--- src/design/grc_pkg.sv ---
// ----------------------------------------------------------------------------
// grc_pkg
// shared types, widths and constants of the grid ray caster
// ----------------------------------------------------------------------------
package grc_pkg;

	localparam int SCREEN_WIDTH  = 640;
	localparam int SCREEN_HEIGHT = 480;
	localparam int MAP_SIDE      = 32;
	localparam int TEX_SIDE      = 64;
	localparam int TEXTURE_COUNT = 8;

	localparam int MAP_BITS  = $clog2(MAP_SIDE);
	localparam int MAP_DEPTH = MAP_SIDE * MAP_SIDE;
	localparam int ADDR_BITS = 2 * MAP_BITS;
	localparam int TEX_BITS  = $clog2(TEX_SIDE);

	// field widths
	localparam int OP_W    = 1;
	localparam int CELL_W  = 5;
	localparam int VAL_W   = 8;
	localparam int COL_W   = 10;
	localparam int POS_W   = 21;
	localparam int VEC_W   = 18;
	localparam int TIDX_W  = 3;
	localparam int TCOL_W  = 6;
	localparam int ROW_W   = 9;
	localparam int TSTEP_W = 23;
	localparam int TSTART_W = 22;
	localparam int DIST_W  = 22;

	localparam int ONE_Q16 = 65536;

	// camera x: floor(col * 2^17 / SCREEN_WIDTH) - 1.0
	localparam int CAMX_W    = COL_W + 17;
	localparam int CAM_SHIFT = 40;
	localparam logic [31:0] CAM_RECIP =
		32'(((64'd1 << CAM_SHIFT) + 64'(SCREEN_WIDTH) - 64'd1) / 64'(SCREEN_WIDTH));
	localparam int CAMP_W = CAMX_W + 32;
	localparam int CAMQ_W = 18;
	localparam int CAM_W  = CAMQ_W + 1;
	localparam int PRD_W  = VEC_W + CAM_W;
	localparam int RAY_W  = 22;

	// distances
	localparam int FAR_W = 41;
	localparam logic [FAR_W-1:0] FAR_Q16 = {1'b1, {(FAR_W-1){1'b0}}};
	localparam int SUM_W = 48;
	localparam int LH_W  = $clog2(SCREEN_HEIGHT * ONE_Q16 + 1);
	localparam int STEPQ_W = $clog2(TEX_SIDE * ONE_Q16 + 1);
	localparam int HALF_H = SCREEN_HEIGHT / 2;
	localparam int WALK_LIMIT = 2 * MAP_SIDE + 2;
	localparam int N_W = $clog2(WALK_LIMIT + 1);

	// shared divider
	localparam int DIV_NW = 33;
	localparam int DIV_DW = FAR_W;
	localparam int DIV_CW = $clog2(DIV_NW + 1);

	// queue
	localparam int QUEUE_DEPTH = 4;
	localparam int QPTR_W = $clog2(QUEUE_DEPTH);

	// opcodes
	localparam logic OP_WRITE = 1'b0;
	localparam logic OP_CAST  = 1'b1;

	// register map
	localparam int PADDR_W = 5;
	localparam logic [2:0] REG_POS_X   = 3'd0;
	localparam logic [2:0] REG_POS_Y   = 3'd1;
	localparam logic [2:0] REG_DIR_X   = 3'd2;
	localparam logic [2:0] REG_DIR_Y   = 3'd3;
	localparam logic [2:0] REG_PLANE_X = 3'd4;
	localparam logic [2:0] REG_PLANE_Y = 3'd5;

	typedef struct packed {
		logic [POS_W-1:0]        pos_x;
		logic [POS_W-1:0]        pos_y;
		logic signed [VEC_W-1:0] dir_x;
		logic signed [VEC_W-1:0] dir_y;
		logic signed [VEC_W-1:0] plane_x;
		logic signed [VEC_W-1:0] plane_y;
	} grc_cfg_t;

	typedef struct packed {
		logic                    opcode;
		logic [CELL_W-1:0]       cell_x;
		logic [CELL_W-1:0]       cell_y;
		logic [VAL_W-1:0]        cell_value;
		logic [COL_W-1:0]        column;
		logic signed [RAY_W-1:0] ray_x;
		logic signed [RAY_W-1:0] ray_y;
	} grc_job_t;

endpackage

--- src/design/grc_queue.sv ---
// ----------------------------------------------------------------------------
// grc_queue
// short job queue between the front and back of the caster
// ----------------------------------------------------------------------------
module grc_queue import grc_pkg::*; (
	input  logic     clk,
	input  logic     arst_n,
	input  logic     push,
	input  grc_job_t push_job,
	output logic     full,
	input  logic     pop,
	output logic     empty,
	output grc_job_t head
);

	grc_job_t          slot_q [QUEUE_DEPTH];
	logic [QPTR_W-1:0] wr_q;
	logic [QPTR_W-1:0] rd_q;
	logic [QPTR_W:0]   cnt_q;

	assign full  = cnt_q == (QPTR_W+1)'(QUEUE_DEPTH);
	assign empty = cnt_q == '0;
	assign head  = slot_q[rd_q];

	always_ff @(posedge clk or negedge arst_n) begin
		if (!arst_n) begin
			wr_q  <= '0;
			rd_q  <= '0;
			cnt_q <= '0;
		end else begin
			if (push) begin
				wr_q <= wr_q + 1'b1;
			end
			if (pop) begin
				rd_q <= rd_q + 1'b1;
			end
			if (push && !pop) begin
				cnt_q <= cnt_q + 1'b1;
			end else if (pop && !push) begin
				cnt_q <= cnt_q - 1'b1;
			end
		end
	end

	always_ff @(posedge clk) begin
		if (push) begin
			slot_q[wr_q] <= push_job;
		end
	end

endmodule

--- config.mk ---
export PLATFORM = sky130hd
export DESIGN_NAME = grc_queue
export DESIGN_NICKNAME = d
export VERILOG_FILES = /design/src/design/grc_pkg.sv /design/src/design/grc_queue.sv
export SDC_FILE = /design/constraint.sdc
export NUM_CORES = 1
export LEC_CHECK = 0
export BUFFER_PORTS_ARGS = -buffer_cell sky130_fd_sc_hd__buf_4
export CAP_MARGIN = 20
export CORE_MARGIN = 5
export CORE_UTILIZATION = 61
export DETAILED_ROUTE_END_ITERATION = 6
export PLACE_DENSITY_LB_ADDON = 0.3
export SYNTH_ARGS = -nofsm -noshare
export SYNTH_HDL_FRONTEND = slang
export SYNTH_SLANG_ARGS = --single-unit
--- constraint.sdc ---
create_clock -name clk -period 6.6 [get_ports clk]
set_input_delay 0.66 -clock clk [delete_from_list [all_inputs] [get_ports clk]]
set_output_delay 0.66 -clock clk [all_outputs]
set_load 0.1 [all_outputs]
==> impl_results.rst <==
.. list-table::
   :header-rows: 1

   * - Metric
     - Value
   * - Antenna violations before repair
     - 0
   * - Clk_lat worst skew
     - 0.53 ns
   * - Number of distinct standard cells referenced by the synthesized netlist
     - 19
   * - Clock buffers created by TritonCTS
     - 29
   * - CP Class
     - reg2out
   * - Share of the synthesized area in the top cell type
     - 80.27%
   * - Via count of the first global-routing pass
     - 5071
   * - Category of the worst setup path launch point
     - register
   * - First-pass GRT wire length
     - 29010 um
   * - Top cells by area, synth
     - edfxtp_1, mux4_2, dfrtp_1
   * - Total number of vias
     - 4855
   * - Met3 usage in global routing
     - 4.526%
   * - Maximum clock path buffer count
     - 3
   * - Final setup vio count
     - 0
   * - Global route overflow
     - 0
   * - Storage cell area
     - 8951 um^2
   * - Crit path required time
     - 5.94 ns
   * - Tmin final
     - 3.314 ns
   * - Sequential area share after synthesis
     - 81.87%
   * - Setup crit end kind
     - output pin
   * - Maximum number of pins on one net before global-route repair
     - 75
   * - Worst reg2reg path startpoint
     - wr_q[0]$_DFFE_PN0P_
   * - NumNets Final
     - 671
   * - Total setup buffers inserted after CTS
     - 0
   * - Max H-tree Level
     - 1
   * - Achievable Freq
     - 301.8 MHz
   * - Wire per inst
     - 23.41 um
   * - Placer congestion estimate
     - 0.7482
   * - CTS Root Cell
     - clkbuf_16
   * - Total nets after synthesis
     - 498
   * - Cells after Synth
     - 415
   * - Via-per-instance ratio
     - 5.794
   * - # IOs
     - 152
   * - Largest fanout on the critical path
     - 27
   * - Remaining number of nets flagged by the antenna check after routing
     - 0
   * - Met1 Use GR
     - 25.46%
   * - DR pass1 iterations
     - 4
   * - Busiest layer in global routing
     - met2
   * - Layout fillers
     - 953
   * - Post-DP HPWL
     - 10900 um
   * - Slew of the pin with the lowest slew margin
     - 1.088 ns
   * - Internal reg-to-reg setup slack
     - 4.79 ns
   * - Starting density of the core
     - 61.44%
   * - Worst-path clk slew
     - 0.06 ns
   * - Drt drc
     - 0
   * - Final count of pins violating max slew
     - 0
   * - Synth Register Bits
     - 299
   * - Path depth of the worst reg2reg path
     - 4
   * - Horizontal die dimension
     - 143.8 um
   * - Result of the run
     - complete, no violations
   * - Library cell occupying the most area in the post-synthesis netlist
     - edfxtp_1
   * - Post-Route Setup TNS
     - 0 ns
   * - Fraction of the cycle the final worst path needs
     - 50.21%
   * - Post-cts repair resize count
     - 0
   * - Depth of the worst hold-timing path
     - 1
   * - Clock sinks
     - 299
   * - Final-report hold violation count
     - 0
   * - Fraction of layout instances using a drive strength above 1
     - 46.31%
   * - Worst min-delay path class
     - in2reg
   * - Overall die area
     - 20680 um^2
   * - Critical R2R Capture
     - slot_q[2][51]$_DFFE_PP_
   * - Area of the multi-input gates
     - 1854 um^2
   * - GR Layer Usage met2
     - 31.58%
   * - Detailed router's first-iteration violation count
     - 261
   * - Max Cap Violations
     - 0
   * - Number of buffers inserted for hold repair after clock tree synthesis
     - 1
   * - Die span in y
     - 143.8 um
   * - Site row count
     - 49
   * - Post-Syn Area per Cell
     - 26.32 um^2
   * - Worst slew margin relative to its limit
     - 27.50%
   * - Wirelength, routed
     - 19620 um
   * - Ys Warns
     - 0
   * - Unrepaired setup endpoints after global routing
     - false
   * - Arrival time of data at the critical path endpoint
     - 2.65 ns
   * - TritonCTS clock tree
     - yes
   * - Antenna cells
     - 0
   * - End of the worst hold path
     - slot_q[0][5]$_DFFE_PP_
   * - Setup skew after layout
     - 0.006627 ns
   * - Growth of design area from synthesis to finish
     - 22.47%
   * - Total track usage
     - 18.73%
   * - Worst Min Path Start
     - push_job[5]
   * - Synth Cell Area
     - 10920 um^2
   * - Count of port buffers added during placement
     - 151
   * - Core box area
     - 17780 um^2
==> worst max path at each step <==
stage | depth (start not counted) | start | slack (ns) | to
after floorplan | 1 | cnt_q[0]$_DFFE_PN0P_ | 3.29 | full
after global placement | 3 | rd_q[0]$_DFFE_PN0P_ | 3.36 | head[13]
after detailed placement | 3 | rd_q[0]$_DFFE_PN0P_ | 3.30 | head[16]
final | 3 | rd_q[0]$_DFFE_PN0P_ | 3.29 | head[15]
after CTS | 3 | rd_q[0]$_DFFE_PN0P_ | 2.74 | head[16]
after global routing | 3 | rd_q[0]$_DFFE_PN0P_ | 3.08 | head[69]
==> critical path, stage by stage (launching register included) <==
cell and delay [ns]:
dfrtp_4 0.79, buf_4 0.48, mux4_2 0.57, buf_4 0.25
==> kinds of logic (layout without fill, tap and decap cells) <==
| family | after synthesis | after routing | share of synthesized area (%) |
|---|---|---|---|
| fa+ha+maj | 6 | 6 | 0.7559 |
| flops | 299 | 299 | 81.87 |
| mux | 74 | 74 | 15.15 |
| simple gates | 9 | 9 | 0.4466 |
| compound gates | 1 | 1 | 0.04577 |
| buf+inv | 20 | 214 | 1.248 |
| xor+xnor | 6 | 6 | 0.4810 |
==> synthesized netlist by cell type <==
cell type,number
and2_1,4
buf_2,7
buf_4,2
buf_6,6
clkbuf_1,1
dfrtp_1,7
edfxtp_1,292
fa_1,1
ha_1,5
inv_1,4
mux2_2,1
mux4_2,73
nand2_1,2
nor2_1,1
nor3_1,1
nor3b_1,1
o21ai_0,1
xnor2_1,2
xor2_1,4
==> metal layers <==
layer	up-vias	wire [um]
li1	2121	-
met1	2535	7709
met2	170	10170
met3	29	1392
met4	0	350
met5	-	0
==> placed cells by master, fill, tap and decap left out, drive strengths merged <==
cell / netlist / routed
nor3b: 1 / 1
buf: 15 / 157
ha: 5 / 5
bufinv: 0 / 6
xnor2: 2 / 2
o21ai: 1 / 1
nor2: 1 / 1
fa: 1 / 1
mux2: 1 / 1
edfxtp: 292 / 292
nand2: 2 / 2
mux4: 73 / 73
clkinvlp: 0 / 2
xor2: 4 / 4
clkbuf: 1 / 33
dfrtp: 7 / 7
nor3: 1 / 1
dlygate4sd3: 0 / 1
clkinv: 0 / 10
and2: 4 / 4
inv: 4 / 5
==> cell type report <==
class | instances | share of cell area (%)
inverter | 4 | 0.1122
clock inverter | 19 | 1.926
clock buffer | 33 | 5.536
timing repair buffer | 158 | 9.520
multi-input combinational | 96 | 13.86
tap | 229 | 2.142
sequential | 299 | 66.90
==> flip-flops by register name, summed over array words and instances, names as in the netlist <==
| signal | count |
|---|---|
| cnt_q | 3 |
| wr_q | 2 |
| rd_q | 2 |
| slot_q | 292 |
==> through the flow <==
stage                     hold WS (ns)  worst slack, ns  cells  utilization, %  area [um^2]
after CTS                       0.3038            2.737    833           74.56        13260
after global placement          0.4709            3.364    780           68.89        12250
after floorplan                 0.3644            3.287    415               -        10920
final                           0.3250            3.286    838           75.25        13380
after global routing            0.3060            3.081    838           75.25        13380
after detailed placement        0.4755            3.304    780           68.89        12250
Power is not shown: default switching activity piles up to over one toggle a cycle in this logic, so the estimate is an artifact.
