<file path="src/design/grc_pkg.sv">
// ----------------------------------------------------------------------------
// grc_pkg
// shared types, widths and constants of the grid ray caster
// ----------------------------------------------------------------------------
package grc_pkg;

	localparam int SCREEN_WIDTH  = 640;
	localparam int SCREEN_HEIGHT = 480;
	localparam int MAP_SIDE      = 32;
	localparam int TEX_SIDE      = 64;
	localparam int TEXTURE_COUNT = 8;

	localparam int MAP_BITS  = $clog2(MAP_SIDE);
	localparam int MAP_DEPTH = MAP_SIDE * MAP_SIDE;
	localparam int ADDR_BITS = 2 * MAP_BITS;
	localparam int TEX_BITS  = $clog2(TEX_SIDE);

	// field widths
	localparam int OP_W    = 1;
	localparam int CELL_W  = 5;
	localparam int VAL_W   = 8;
	localparam int COL_W   = 10;
	localparam int POS_W   = 21;
	localparam int VEC_W   = 18;
	localparam int TIDX_W  = 3;
	localparam int TCOL_W  = 6;
	localparam int ROW_W   = 9;
	localparam int TSTEP_W = 23;
	localparam int TSTART_W = 22;
	localparam int DIST_W  = 22;

	localparam int ONE_Q16 = 65536;

	// camera x: floor(col * 2^17 / SCREEN_WIDTH) - 1.0
	localparam int CAMX_W    = COL_W + 17;
	localparam int CAM_SHIFT = 40;
	localparam logic [31:0] CAM_RECIP =
		32'(((64'd1 << CAM_SHIFT) + 64'(SCREEN_WIDTH) - 64'd1) / 64'(SCREEN_WIDTH));
	localparam int CAMP_W = CAMX_W + 32;
	localparam int CAMQ_W = 18;
	localparam int CAM_W  = CAMQ_W + 1;
	localparam int PRD_W  = VEC_W + CAM_W;
	localparam int RAY_W  = 22;

	// distances
	localparam int FAR_W = 41;
	localparam logic [FAR_W-1:0] FAR_Q16 = {1'b1, {(FAR_W-1){1'b0}}};
	localparam int SUM_W = 48;
	localparam int LH_W  = $clog2(SCREEN_HEIGHT * ONE_Q16 + 1);
	localparam int STEPQ_W = $clog2(TEX_SIDE * ONE_Q16 + 1);
	localparam int HALF_H = SCREEN_HEIGHT / 2;
	localparam int WALK_LIMIT = 2 * MAP_SIDE + 2;
	localparam int N_W = $clog2(WALK_LIMIT + 1);

	// shared divider
	localparam int DIV_NW = 33;
	localparam int DIV_DW = FAR_W;
	localparam int DIV_CW = $clog2(DIV_NW + 1);

	// queue
	localparam int QUEUE_DEPTH = 4;
	localparam int QPTR_W = $clog2(QUEUE_DEPTH);

	// opcodes
	localparam logic OP_WRITE = 1'b0;
	localparam logic OP_CAST  = 1'b1;

	// register map
	localparam int PADDR_W = 5;
	localparam logic [2:0] REG_POS_X   = 3'd0;
	localparam logic [2:0] REG_POS_Y   = 3'd1;
	localparam logic [2:0] REG_DIR_X   = 3'd2;
	localparam logic [2:0] REG_DIR_Y   = 3'd3;
	localparam logic [2:0] REG_PLANE_X = 3'd4;
	localparam logic [2:0] REG_PLANE_Y = 3'd5;

	typedef struct packed {
		logic [POS_W-1:0]        pos_x;
		logic [POS_W-1:0]        pos_y;
		logic signed [VEC_W-1:0] dir_x;
		logic signed [VEC_W-1:0] dir_y;
		logic signed [VEC_W-1:0] plane_x;
		logic signed [VEC_W-1:0] plane_y;
	} grc_cfg_t;

	typedef struct packed {
		logic                    opcode;
		logic [CELL_W-1:0]       cell_x;
		logic [CELL_W-1:0]       cell_y;
		logic [VAL_W-1:0]        cell_value;
		logic [COL_W-1:0]        column;
		logic signed [RAY_W-1:0] ray_x;
		logic signed [RAY_W-1:0] ray_y;
	} grc_job_t;

endpackage

</file>
<file path="src/design/grc_if.sv">
// ----------------------------------------------------------------------------
// grc channel interfaces
// command channel into the caster and wall stripe channel out of it
// ----------------------------------------------------------------------------
interface grc_cmd_if import grc_pkg::*; ();
	logic              valid;
	logic              ready;
	logic              opcode;
	logic [CELL_W-1:0] cell_x;
	logic [CELL_W-1:0] cell_y;
	logic [VAL_W-1:0]  cell_value;
	logic [COL_W-1:0]  screen_column;

	modport source (output valid, opcode, cell_x, cell_y, cell_value, screen_column,
		input ready);
	modport sink (input valid, opcode, cell_x, cell_y, cell_value, screen_column,
		output ready);
endinterface


</file>
<file path="src/design/grc_front.sv">
// ----------------------------------------------------------------------------
// grc_front
// takes commands, forms the camera ray of a cast, queues the job
// ----------------------------------------------------------------------------
module grc_front import grc_pkg::*; (
	input  logic     clk,
	input  logic     arst_n,
	grc_cmd_if.sink  cmd,
	input  grc_cfg_t cfg,
	input  logic     enable,
	input  logic     full,
	output logic     push,
	output grc_job_t push_job
);

	typedef enum logic [1:0] {F_IDLE, F_CAM, F_RAY, F_PUSH} state_t;

	state_t                  state_q;
	grc_job_t                job_q;
	logic signed [CAM_W-1:0] cam_q;
	logic [CAMP_W-1:0]       cam_prod;
	logic signed [PRD_W-1:0] px;
	logic signed [PRD_W-1:0] py;

	assign cmd.ready = (state_q == F_IDLE) && enable;
	assign push      = (state_q == F_PUSH) && !full;
	assign push_job  = job_q;

	assign cam_prod = CAMP_W'({job_q.column, 17'b0}) * CAMP_W'(CAM_RECIP);
	assign px = PRD_W'(cfg.plane_x) * PRD_W'(cam_q);
	assign py = PRD_W'(cfg.plane_y) * PRD_W'(cam_q);

	always_ff @(posedge clk or negedge arst_n) begin
		if (!arst_n) begin
			state_q <= F_IDLE;
		end else begin
			case (state_q)
				F_IDLE: begin
					if (cmd.valid && cmd.ready) begin
						state_q <= (cmd.opcode == OP_CAST) ? F_CAM : F_PUSH;
					end
				end
				F_CAM:  state_q <= F_RAY;
				F_RAY:  state_q <= F_PUSH;
				F_PUSH: begin
					if (!full) begin
						state_q <= F_IDLE;
					end
				end
				default: state_q <= F_IDLE;
			endcase
		end
	end

	always_ff @(posedge clk) begin
		if (state_q == F_IDLE && cmd.valid && cmd.ready) begin
			job_q.opcode     <= cmd.opcode;
			job_q.cell_x     <= cmd.cell_x;
			job_q.cell_y     <= cmd.cell_y;
			job_q.cell_value <= cmd.cell_value;
			job_q.column     <= cmd.screen_column;
			job_q.ray_x      <= '0;
			job_q.ray_y      <= '0;
		end
		if (state_q == F_CAM) begin
			cam_q <= $signed({1'b0, cam_prod[CAM_SHIFT +: CAMQ_W]}) - CAM_W'(ONE_Q16);
		end
		if (state_q == F_RAY) begin
			job_q.ray_x <= RAY_W'(cfg.dir_x) + RAY_W'(px >>> 16);
			job_q.ray_y <= RAY_W'(cfg.dir_y) + RAY_W'(py >>> 16);
		end
	end

endmodule

</file>
<file path="src/flat_wrapper.sv">
// flat-port wrapper written by rule: the top's interface ports become plain ports
module grc_front_flat import grc_pkg::*;
  (clk, arst_n, cfg, enable, full, push, push_job, cmd_valid, cmd_opcode, cmd_cell_x, cmd_cell_y, cmd_cell_value, cmd_screen_column, cmd_ready);
  grc_cmd_if cmd_i ();
  input  logic clk;
  input  logic arst_n;
  input  grc_cfg_t cfg;
  input  logic enable;
  input  logic full;
  output logic push;
  output grc_job_t push_job;
  input wire logic [$bits(cmd_i.valid)-1:0] cmd_valid;
  input wire logic [$bits(cmd_i.opcode)-1:0] cmd_opcode;
  input wire logic [$bits(cmd_i.cell_x)-1:0] cmd_cell_x;
  input wire logic [$bits(cmd_i.cell_y)-1:0] cmd_cell_y;
  input wire logic [$bits(cmd_i.cell_value)-1:0] cmd_cell_value;
  input wire logic [$bits(cmd_i.screen_column)-1:0] cmd_screen_column;
  output wire logic [$bits(cmd_i.ready)-1:0] cmd_ready;
  assign cmd_i.valid = cmd_valid;
  assign cmd_i.opcode = cmd_opcode;
  assign cmd_i.cell_x = cmd_cell_x;
  assign cmd_i.cell_y = cmd_cell_y;
  assign cmd_i.cell_value = cmd_cell_value;
  assign cmd_i.screen_column = cmd_screen_column;
  assign cmd_ready = cmd_i.ready;
  grc_front u_core (.clk(clk), .arst_n(arst_n), .cmd(cmd_i), .cfg(cfg), .enable(enable), .full(full), .push(push), .push_job(push_job));
endmodule
</file>
<file path="config.mk">
export PLATFORM = sky130hd
export DESIGN_NAME = grc_front_flat
export DESIGN_NICKNAME = d
export VERILOG_FILES = /design/src/design/grc_pkg.sv /design/src/design/grc_if.sv /design/src/design/grc_front.sv /design/src/flat_wrapper.sv
export SDC_FILE = /design/constraint.sdc
export NUM_CORES = 2
export LEC_CHECK = 0
export CAP_MARGIN = 10
export CORE_MARGIN = 10
export CORE_UTILIZATION = 40
export DETAILED_ROUTE_END_ITERATION = 10
export DONT_BUFFER_PORTS = 1
export PLACE_DENSITY = 0.54
export SLEW_MARGIN = 20
export SYNTH_ARGS = -nofsm -noshare
export SYNTH_HDL_FRONTEND = slang
export SYNTH_SLANG_ARGS = --single-unit
</file>
<file path="constraint.sdc">
create_clock -name clk -period 17 [get_ports clk]
set_clock_uncertainty 0.15 [all_clocks]
set_input_delay 1.7 -clock clk [delete_from_list [all_inputs] [get_ports clk]]
set_output_delay 1.7 -clock clk [all_outputs]
set_load 0.01 [all_outputs]
</file>
==> run metrics <==
status complete, no violations; max capacitance violation total 0; number of synthesized flops with an enable pin between 90 and 100; H-tree depth 3; Core Region 0.07772 mm²; cell row count 102; share of cells above drive strength 1 1.586%; Synth area leaders fa_1 (46%), ha_1 (12%), inv_1 (10%); Wirelength per Cell roughly 16 µm; Avg Inst Size Synth around 9.5 µm²; Adder-Cell Fraction of Synth Area between 50% and 60%; vias per std cell 4.837; synthesized cell area approximately 0.031 mm²; final hold vios 0; largest family of logic cells by synthesized area adder cells; final WL 69.36 mm; Worst-path clk slew approximately 0.080 ns; area leader, netlist fa_1; Final ANT Viol Nets 0; Cells after DPL around 4200; number of global-route vias before repair 22340; CP delay by family, top adder cells; gr ovfl total 0; DIE HEIGHT around 300 µm; RSZ-0062 raised after global routing false; # nets final 4382; Root Buffer clkbuf_16; Slew @ Worst Pin 1.062 ns; CP dominant cell by count fa_1; Inserted Clock Buffers 9; clock buffer depth 2; Vias roughly 21000; DP HPWL about 58 mm; Tcrit/Tclk final 55.37%; largest net degree at the start of global routing 37; Cell variety after synth 60; Synth Flop Type edfxtp_1; crit path time final 9.412 ns; CP Launch Type primary input; Final WS setup 7.588 ns; Port Buf Inserts 0; CTS tree built; share of the synthesized area in the top cell type between 40% and 50%; worst hold path class reg -> reg; router iterations before antenna repair 4; Final GP Congestion ~0.79; area grow syn2layout 4.125%; syn_nets around 4500; max incr delay on CP 0.60 ns; register area share after synthesis under 10%; Starting Density between 40% and 50%; Syn Inst Count ~3300; pre-CTS setup slack slightly above 7 ns; Worst R2R Path Depth 33; Ys Warns 0; # clock sinks between 90 and 100; Worst EP required about 17 ns; Final TNS setup 0 ns; later-pin clock latency in the skew report 0.41 ns; PostCTS Resize Cnt 0; Ports 223; cts hold-fix bufs 0; die area about 0.090 mm²; Layout Cells excl Fill around 4300; asr flop ratio synth roughly 2.1%; CP max FO 19; post-synthesis mux area share less than 1%; max-slew violations 0; antenna violations before repair 0; Synth Area in Compound Gates 4.765%; Levels on crit path 32; DR DRC count 0; DR iter-0 viols between 800 and 900; number of buffers and inverters on the critical path 5; Crit Path Class in -> reg; global-route wire length before repair 118.7 mm; crit path capture type flip-flop; Synth Area in XOR/XNOR under 10%; Synth Area in Simple Gates 13.95%; # setup viols final 0; total track usage between 15 and 20%; Slew HR 29.15%; Max Fclk approximately 0.11 GHz; slowest CP cell a2111oi_1; crit path DAT between 9 and 10 ns; Post-CTS Setup Bufs 0; hold path depth 2; number of synthesized register bits between 90 and 100; Die Wd between 300 and 400 µm
==> cells in the final DEF, fill, tap and decap left out, types with 5 or more instances in the layout <==
| cell type | Yosys | routed |
|---|---|---|
| a211o_1 | 6 | 6 |
| a211oi_1 | 15 | 15 |
| a21o_1 | 26 | 26 |
| a21oi_1 | 68 | 68 |
| a31oi_1 | 6 | 6 |
| and2_1 | 312 | 312 |
| buf_4 | 1 | 24 |
| clkbuf_16 | 0 | 9 |
| edfxtp_1 | 92 | 92 |
| fa_1 | 726 | 726 |
| ha_1 | 298 | 298 |
| inv_1 | 835 | 834 |
| mux2i_1 | 5 | 5 |
| nand2_1 | 374 | 373 |
| nand2b_1 | 32 | 32 |
| nand3_1 | 20 | 20 |
| nand4_1 | 5 | 5 |
| nor2_1 | 97 | 97 |
| nor2b_1 | 7 | 7 |
| nor3_1 | 19 | 19 |
| o21a_1 | 15 | 15 |
| o21ai_0 | 33 | 33 |
| o21ai_1 | 15 | 15 |
| o21bai_1 | 6 | 6 |
| or2_2 | 7 | 7 |
| or3_1 | 8 | 8 |
| xnor2_1 | 68 | 68 |
| xor2_1 | 24 | 24 |
==> final cells by class <==
class / count / area [µm²]
diodes: 2 / 5.005
clock buffers: 9 / 225.2
clock inverters: 7 / 87.58
fillers: 7762 / 44970
inverters: 835 / 3134
multi-input cells: 2246 / 25010
flip-flops and latches: 94 / 2813
well taps: 1040 / 1301
repair buffers: 24 / 180.2
==> worst paths after layout <==
kind,endpoint,startpoint,slack (ns)
setup reg to reg,u_core.push_job[39]$_SDFFCE_PN0P_,u_core.cam_q[7]$_DFFE_PN_,7.74
hold reg to reg,u_core.state_q[1]$_DFFE_PN0P_,u_core.state_q[1]$_DFFE_PN0P_,0.49
setup / recovery,u_core.push_job[39]$_SDFFCE_PN0P_,cfg[24],7.59
min in group asynchronous,u_core.state_q[0]$_DFFE_PN0P_,arst_n,0.84
max in group asynchronous,u_core.state_q[1]$_DFFE_PN0P_,arst_n,15.80
hold / removal,u_core.state_q[1]$_DFFE_PN0P_,u_core.state_q[1]$_DFFE_PN0P_,0.49
==> synthesized netlist by cell type (2+ instances only) <==
cell type	number
inv_1	835
fa_1	726
nand2_1	374
and2_1	312
ha_1	298
clkbuf_1	128
nor2_1	97
edfxtp_1	92
a21oi_1	68
xnor2_1	68
o21ai_0	33
nand2b_1	32
a21o_1	26
xor2_1	24
nand3_1	20
nor3_1	19
a211oi_1	15
o21a_1	15
o21ai_1	15
or3_1	8
nor2b_1	7
or2_2	7
a211o_1	6
a31oi_1	6
o21bai_1	6
mux2i_1	5
nand4_1	5
a2111oi_0	4
and3_1	4
and4_1	4
o2111ai_1	4
o31ai_1	4
buf_1	3
o211ai_1	3
o22ai_1	3
o31a_1	3
a22o_1	2
dfrtp_1	2
nand4b_1	2
nor4_1	2
o41ai_1	2
==> cells by family after synthesis <==
| logic type | count (synthesis) |
|---|---|
| DFF | 94 |
| adders and majority gates | 1024 |
| and+or+nand+nor | 895 |
| muxes | 5 |
| xor gates and xnor gates | 92 |
| buffers and inverters | 968 |
| AOI/OAI and AO/OA | 230 |
==> state kept, by name (all words and copies together), names as in the netlist <==
register	count
u_core.cam_q	19
u_core.push_job	73
u_core.state_q	2
==> worst register-to-register path: cells and delay by family (launching register included) <==
kind | cells | cell delay [ns]
AND/OR/NAND/NOR | 4 | 0.48
flip-flops | 1 | 0.85
adder cells (fa/ha/maj) | 8 | 3.49
XOR/XNOR | 2 | 0.33
buffers and inverters | 6 | 0.78
AO/OA/AOI/OAI | 13 | 2.95
==> layer usage <==
metal / GRT usage [%] / part of all wire, %
met1: 21.22 / 44
met2: 28.86 / 51
met3: 2.285 / 3.6
met4: 3.894 / 1.8
met5: 0 / 0
==> through the flow <==
stage | util [%] | instance area (µm²) | hold WS [ns]
detailed placement | 41.73 | 32440 | 0.4842
global placement | 41.73 | 32440 | 0.4750
CTS | 42.14 | 32750 | 0.4960
finish | 42.14 | 32750 | 0.4855
floorplan | - | 31460 | 0.4219
global route | 42.14 | 32750 | 0.5336
Power is left out: the tool's default activity adds up to more than one toggle a clock period on the data nets, which glitch-free logic cannot reach.
